[config.mk]
export PLATFORM = sky130hd
export DESIGN_NAME = pkf_isqrt
export DESIGN_NICKNAME = d
export VERILOG_FILES = /design/src/hw/rtl/pose_keyframe_filter_defines.svh /design/src/hw/rtl/pkf_pkg.sv /design/src/hw/rtl/pkf_isqrt.sv
export SDC_FILE = /design/constraint.sdc
export NUM_CORES = 1
export LEC_CHECK = 0
export ABC_AREA = 1
export BUFFER_PORTS_ARGS = -buffer_cell sky130_fd_sc_hd__buf_2
export CAP_MARGIN = 25
export CORE_MARGIN = 2
export CORE_UTILIZATION = 40
export CTS_CLUSTER_DIAMETER = 200
export DETAILED_ROUTE_END_ITERATION = 10
export GPL_TIMING_DRIVEN = 0
export HOLD_SLACK_MARGIN = 0.08
export PLACE_DENSITY_LB_ADDON = 0.3
export SYNTH_ARGS = -nofsm -noshare
export SYNTH_HDL_FRONTEND = slang
export SYNTH_SLANG_ARGS = --single-unit
[constraint.sdc]
create_clock -name clock -period 5.13 [get_ports clock]
set_input_delay 0 -clock clock [delete_from_list [all_inputs] [get_ports clock]]
set_output_delay 0 -clock clock [all_outputs]
set_load 0.05 [all_outputs]
[src/hw/rtl/pose_keyframe_filter_defines.svh]
// Assertion macros for the pose keyframe filter.
// Included by the RTL files that carry concurrent assertions.
`ifndef POSE_KEYFRAME_FILTER_DEFINES_SVH
`define POSE_KEYFRAME_FILTER_DEFINES_SVH
`ifndef SYNTHESIS
`define PKF_ASSERT_IMP(lbl, clk, rst, ante, cons) \
   lbl: assert property (@(posedge clk) disable iff (rst) (ante) |-> (cons)) \
      else $error("pkf implication check failed");
`define PKF_ASSERT_NEXT(lbl, clk, rst, ante, cons) \
   lbl: assert property (@(posedge clk) disable iff (rst) (ante) |=> (cons)) \
      else $error("pkf next-cycle check failed");
`else
`define PKF_ASSERT_IMP(lbl, clk, rst, ante, cons)
`define PKF_ASSERT_NEXT(lbl, clk, rst, ante, cons)
`endif
`endif

[src/hw/rtl/pkf_pkg.sv]
// Shared types, constants and helper functions for the pose keyframe filter.
// Used by pkf_isqrt and pose_keyframe_filter; depends on nothing.
package pkf_pkg;
   localparam int POS_W   = 32;
   localparam int QUAT_W  = 16;
   localparam int TTHR_W  = 31;
   localparam int RTHR_W  = 15;
   localparam int CSR_W   = 31;
   localparam int ROOT_W  = 32;
   localparam int RAD_W   = 2 * ROOT_W;

   localparam logic CSR_TRANS_THR = 1'b0;
   localparam logic CSR_ROT_THR   = 1'b1;

   typedef enum logic [3:0] {
      S_IDLE, S_NSQ, S_NSTART, S_NWAIT, S_DIVLOAD, S_DIV, S_DIVEND, S_BRANCH,
      S_DIST, S_DOT, S_DSQ, S_SWAIT, S_CORDIC, S_ANGLE, S_MAT, S_OUT
   } state_type;

   function automatic logic [15:0] atan_q16(input logic [3:0] i);
      logic [15:0] r;
      case (i)
         4'd0:    r = 16'd51472;
         4'd1:    r = 16'd30386;
         4'd2:    r = 16'd16055;
         4'd3:    r = 16'd8150;
         4'd4:    r = 16'd4091;
         4'd5:    r = 16'd2047;
         4'd6:    r = 16'd1024;
         4'd7:    r = 16'd512;
         4'd8:    r = 16'd256;
         4'd9:    r = 16'd128;
         4'd10:   r = 16'd64;
         4'd11:   r = 16'd32;
         4'd12:   r = 16'd16;
         4'd13:   r = 16'd8;
         4'd14:   r = 16'd4;
         default: r = 16'd2;
      endcase
      return r;
   endfunction

   function automatic logic signed [QUAT_W-1:0] to_q(input logic signed [33:0] v);
      logic signed [33:0] t;
      logic signed [19:0] r;
      t = v + 34'sd8192;
      r = 20'(t >>> 14);
      if (r > 20'sd32767) begin
         return 16'sh7fff;
      end else if (r < -20'sd32768) begin
         return 16'sh8000;
      end
      return r[15:0];
   endfunction
endpackage

[src/hw/rtl/pkf_isqrt.sv]
// Bit-serial integer square root, one root bit per cycle.
// Depends on pkf_pkg for the root and radicand widths.
module pkf_isqrt (
   input  logic                       clock,
   input  logic                       reset,
   input  logic                       start,
   input  logic [pkf_pkg::RAD_W-1:0]  radicand,
   output logic                       done,
   output logic [pkf_pkg::ROOT_W-1:0] root
);
   import pkf_pkg::*;

   logic [RAD_W-1:0]  rad_ff, rad_in;
   logic [35:0]       rem_ff, rem_in;
   logic [ROOT_W-1:0] root_ff, root_in;
   logic [4:0]        cnt_ff, cnt_in;
   logic              active_ff, active_in;
   logic              done_ff, done_in;
   logic [35:0]       rem_sh;
   logic [35:0]       trial;

   always_comb begin
      rad_in    = rad_ff;
      rem_in    = rem_ff;
      root_in   = root_ff;
      cnt_in    = cnt_ff;
      active_in = active_ff;
      done_in   = 1'b0;
      rem_sh    = {rem_ff[33:0], rad_ff[RAD_W-1 -: 2]};
      trial     = {2'b00, root_ff, 2'b01};
      if (start) begin
         rad_in    = radicand;
         rem_in    = '0;
         root_in   = '0;
         cnt_in    = '0;
         active_in = 1'b1;
      end else if (active_ff) begin
         rad_in = {rad_ff[RAD_W-3:0], 2'b00};
         if (rem_sh >= trial) begin
            rem_in  = rem_sh - trial;
            root_in = {root_ff[ROOT_W-2:0], 1'b1};
         end else begin
            rem_in  = rem_sh;
            root_in = {root_ff[ROOT_W-2:0], 1'b0};
         end
         cnt_in = cnt_ff + 5'd1;
         if (cnt_ff == 5'(ROOT_W - 1)) begin
            active_in = 1'b0;
            done_in   = 1'b1;
         end
      end
   end

   always_ff @(posedge clock) begin
      if (reset) begin
         active_ff <= 1'b0;
         done_ff   <= 1'b0;
         cnt_ff    <= '0;
      end else begin
         active_ff <= active_in;
         done_ff   <= done_in;
         cnt_ff    <= cnt_in;
      end
      rad_ff  <= rad_in;
      rem_ff  <= rem_in;
      root_ff <= root_in;
   end

   assign done = done_ff;
   assign root = root_ff;
endmodule

# == Word-level counts from Yosys, hierarchy flattened ==
# Cells that the tools add are included.
# totals
word_cells,22
ramBits,0
latch_bits,0
memories,0
inputBits,67
rom_bits,0
ff_bits,137
# op_classes
multipliers,0
n_mux,8
n_bitwise,1
eq_ne,1
n_reduce_logical,3
shift,0
div,0
addsub,2
magnitude_cmp,1
# ops
cell,count
2-to-1 mux 64 bit,2
>= comparator 36 x 34 -> 1 bit,1
2-to-1 mux 34 bit,1
subtractor 34 bit,1
"adder 5 x 1 -> 5 bit, second input constant",1
"equality test 5 bit, second input constant",1
2-to-1 mux 1 bit,5
OR reduction 3 bit,1
nonzero test 2 bit,1
OR reduction 2 bit,1
NOT 1 bit,1

# == Depth between registers and ports, before layout ==
# logic_depth
word_depth,4
ltp_mapped,18
mapped_depth_nobuf,18

# == Worst setup path before layout ==
# No wires, ideal clock.
# synth_timing
kind,register to register
from,register active_ff
to,register rad_ff[0] (enable)
path_buffers,2
required_ps,4677
period_less_slack_ps,3017
path_stages_with_launch,5
slack_ps,2113
arrival_time_ps,2564
cell_sequence,dfxtp_1 -> buf_2 -> nor2_1 -> clkinv_1 -> clkbuf_1
# synth_via
elab_chain_cells,1
# synth_rtl
item,line_no,source
start: declaration,pkf_isqrt.sv:17,"logic active_ff, active_in;"
start signal: assignment,pkf_isqrt.sv:60,active_ff <= active_in;
nonzero test 2 bit (no source line),n/a,
end signal: assignment,pkf_isqrt.sv:64,rad_ff <= rad_in;
end: declaration,pkf_isqrt.sv:13,"logic [RAD_W-1:0] rad_ff, rad_in;"
# Every way passes these cells.
# A chain may end at the register's enable or synchronous reset.

# == Worst setup path in the final report ==
# layout_timing
from,register root_ff[21] (netlist: root[21])
to,register rem_ff[17]
# layout_via
elab_chain_cells,2
# layout_rtl
item,line_no,source
start: declaration,pkf_isqrt.sv:15,"logic [ROOT_W-1:0] root_ff, root_in;"
start signal: assignment,pkf_isqrt.sv:66,root_ff <= root_in;
>= comparator 36 x 34 -> 1 bit,pkf_isqrt.sv:39,if (rem_sh >= trial) begin
2-to-1 mux 34 bit,pkf_isqrt.sv:39,
end signal: assignment,pkf_isqrt.sv:65,rem_ff <= rem_in;
end: declaration,pkf_isqrt.sv:14,"logic [35:0] rem_ff, rem_in;"
# Every way passes these cells.

==> run_results.csv <==
group,metric,value,unit
cts,clock_latency,0.43,ns
routing,vias,7626,
placement,detailed_place_hpwl,15900,um
sta,fin_skew,0.0111,ns
synth,yosysWarnings,0,
synth,synth_top_cells_by_count,"nand2_1 (474), inv_1 (154), dfxtp_1 (73), edfxtp_1 (64), nor2_1 (56)",
global_route,grt_overflow,0,
sta,tightest_slew,0.826,ns
setup_path,critPathCaptureType,"flop",
sta,setup_tns,0,ns
finish,final_nets,1413,
routing,drc_errors,0,
sta,rsz0062_at_grt,"no",
sta,drv_slew,0,
setup_path,slowest_stage,"ha_1",
routing,wire_per_inst,14.0,um
routing,drtIter0Drc,312,
cts,cts-resized-gates,0,
die,rows,51,
sta,setup-violations-final,0,
setup_path,crit_family,"simple AND/OR/NAND/NOR gates",
sta,hold_ws,0.335,ns
sta,finalHoldViolCount,0,
cts,post-cts-setup-buffers,0,
cts,cts-root-buf,"clkbuf_16",
synth,post-synth-top-area-cell,"edfxtp_1",
power,power.density,725,nW/um2
synth,synth_top_cells_by_area,"edfxtp_1 (24%), nand2_1 (22%), dfxtp_1 (18%), inv_1 (7.2%), ha_1 (5.6%)",
run_status,outcome,"completed",
global_route,antenna_found_initial,0,
sta,period_share,45.6,%
setup_path,r2r_slack,2.79,ns
die,die_h,145,um
die,start_util,40.9,%
setup_path,path_class,"reg -> reg",
synth,async_flop_share,0,%
synth,synthCells,1125,
setup_path,path_depth,15,
synth,synth.avg_cell_area,7.10,um2
setup_path,worstReg2RegEnd,"rem_ff[17]$_SDFFE_PP0P_",
routing,ant_nets,0,
synth,synth_nets,1228,
setup_path,start_kind,"flop",
cts,cts_sinks,137,
finish,post-route-util,51.8,%
finish,drive_above_1_share,12.4,%
setup_path,crit_path_start,"root[21]$_SDFFE_PP0P_",
die,design.die.area,21100,um2
finish,fillCellCount,1924,
cts,cts_tree,"built",
synth,synth_edf_count,64,
hold_path,hold_class,"in -> reg",
finish,diodes,0,
setup_path,reg2regPathDepth,15,
cts,clkTransAtPathRegs,0.06,ns
setup_path,cp.buffers_inverters,4,
sta,max_freq,427,MHz
synth,ys_types,40,
global_route,grt_pass1_vias,7818,
finish,seq_area,3380,um2
finish,synthToLayoutAreaGrowth,26.7,%
setup_path,crit_required,5.45,ns
setup_path,max_stage_delay,0.37,ns
setup_path,path_cells,"inv_1 -> ha_1 -> nand2_2 -> inv_2 -> nand2_1 -> nand2_1 -> nand2_1 -> nand2_1 -> a21oi_2 -> nand4_4 -> buf_8 -> inv_4 -> nand2_1 -> nand3_1 -> nand2_1",
finish,multi_input_area,3800,um2
synth,synth_ff_type,"dfxtp_1",
sta,relSlewSlack,44.9,%
global_route,grt_max_degree,52,
power,leakagePower,5.14,nW
global_route,grt.total_usage,21.5,%
cts,h-tree-depth,4,
setup_path,arrival,2.66,ns
die,core_area,19500,um2
synth,ys_ff_latch,137,
routing,dr.pass1.iters,7,
setup_path,r2r-start,"root[21]$_SDFFE_PP0P_",
synth,synth-seq-area-share,42.4,%
cts,clockBufferDepth,2,
cts,numCtsBuffers,17,
setup_path,path_common_cell,"nand2_1",
die,die_w,145,um
sta,min_period,2.34,ns
synth,synth_top_area_share,24.1,%
synth,synth_area,7980,um2
flow_run,drv_cap,0,
routing,wl,22200,um
routing,drt-vias-per-instance,4.80,
power,peakVddDrop,0.643,mV
global_route,grt_pass1_wl,36600,um
placement,gp_congestion,0.918,
setup_path,endpoint,"rem_ff[17]$_SDFFE_PP0P_",
placement,port_buffers,99,
synth,yosys.cell_count.top_type,"nand2_1",
die,ios,100,
setup_path,crit_fanout,10,
## worst min-delay path: stages
cell	delay [ns]
dlygate4sd3_1	0.54
buf_2	0.13
a211oi_1	0.05
## cell type report
| type | instances | area share [%] |
|---|---|---|
| Multi-Input combinational cell | 789 | 37.6 |
| Clock inverter | 15 | 1.87 |
| Clock buffer | 17 | 4.21 |
| Tap cell | 265 | 3.28 |
| Inverter | 165 | 6.15 |
| Sequential cell | 137 | 33.4 |
| Timing Repair Buffer | 166 | 11.7 |
| Buffer | 34 | 1.77 |
## through the flow
step / power [mW] / setup slack, ns / area (um2) / std cells
final: 7.33 / 2.79 / 10100 / 1588
after global routing: 8.01 / 2.57 / 10100 / 1588
after CTS: 7.36 / 2.77 / 10100 / 1588
after detailed placement: 5.99 / 2.80 / 8840 / 1490
after global placement: 5.96 / 0.882 / 8810 / 1489
after floorplan: 4.84 / 2.11 / 7980 / 1125
## power breakdown
| group | total [mW] | switching [mW] | internal, mW |
|---|---|---|---|
| Combinational | 4.62 | 3.00 | 1.61 |
| Sequential | 1.41 | 0.0946 | 1.32 |
| Clock | 1.30 | 0.528 | 0.776 |
## cell families (layout without fill, tap and decap cells)
logic type | count (synthesis) | count (layout) | synth area share [%]
buffers and inverters | 199 | 397 | 9.98
and+or+nand+nor | 609 | 609 | 30.9
xor gates and xnor gates | 21 | 21 | 2.30
adders and majority gates | 36 | 36 | 5.64
AOI/OAI and AO/OA | 123 | 123 | 8.76
DFF | 137 | 137 | 42.4
## worst min path at each step
stage / from / end / slack (ns) / cells after the start
after floorplan: reset / done$_SDFF_PP0_ / 0.08 / 1
after global placement: reset / active_ff$_SDFF_PP0_ / 0.20 / 2
after detailed placement: reset / active_ff$_SDFF_PP0_ / 0.21 / 2
after CTS: reset / active_ff$_SDFF_PP0_ / 0.31 / 3
after global routing: reset / active_ff$_SDFF_PP0_ / 0.33 / 3
final: reset / active_ff$_SDFF_PP0_ / 0.34 / 3
## sequential cells by signal, summed over array words and instances, names as in the netlist
signal and flops:
rad_ff 64, done 1, active_ff 1, root 32
cnt_ff 5, rem_ff 34
## per-layer routing
| metal | part of all wire [%] | up-vias | global-route usage (%) |
|---|---|---|---|
| met4 | 3.0 | 0 | 9.22 |
| met2 | 47 | 194 | 36.5 |
| li1 | - | 3923 | - |
| met1 | 45 | 3458 | 26.5 |
| met3 | 4.6 | 51 | 4.09 |
| met5 | 0 | - | 0 |
## layout by cell type (no fill, tap or decap), types with 6 or more instances in the layout
master / netlist / routed
o21ai_1: 29 / 29
nor2_1: 56 / 56
nor3_1: 11 / 11
o21ai_0: 6 / 6
edfxtp_1: 64 / 64
dlygate4sd3_1: 0 / 66
clkbuf_1: 24 / 23
o21bai_1: 8 / 8
nand3_1: 40 / 40
o22ai_1: 34 / 34
inv_2: 6 / 6
nand2_1: 474 / 474
inv_1: 154 / 154
buf_2: 2 / 101
a21oi_1: 37 / 37
dfxtp_1: 73 / 73
clkinv_1: 4 / 6
xnor2_1: 18 / 18
clkbuf_16: 0 / 17
ha_1: 36 / 36
## what timing repair did
action / in CTS / in global routing
hold buffers: 66 / 0
hold endpoints to repair: 71 / 0
endpoints found under the setup margin: 0 / 0
Note: power is estimated with default switching activity, not from simulation.
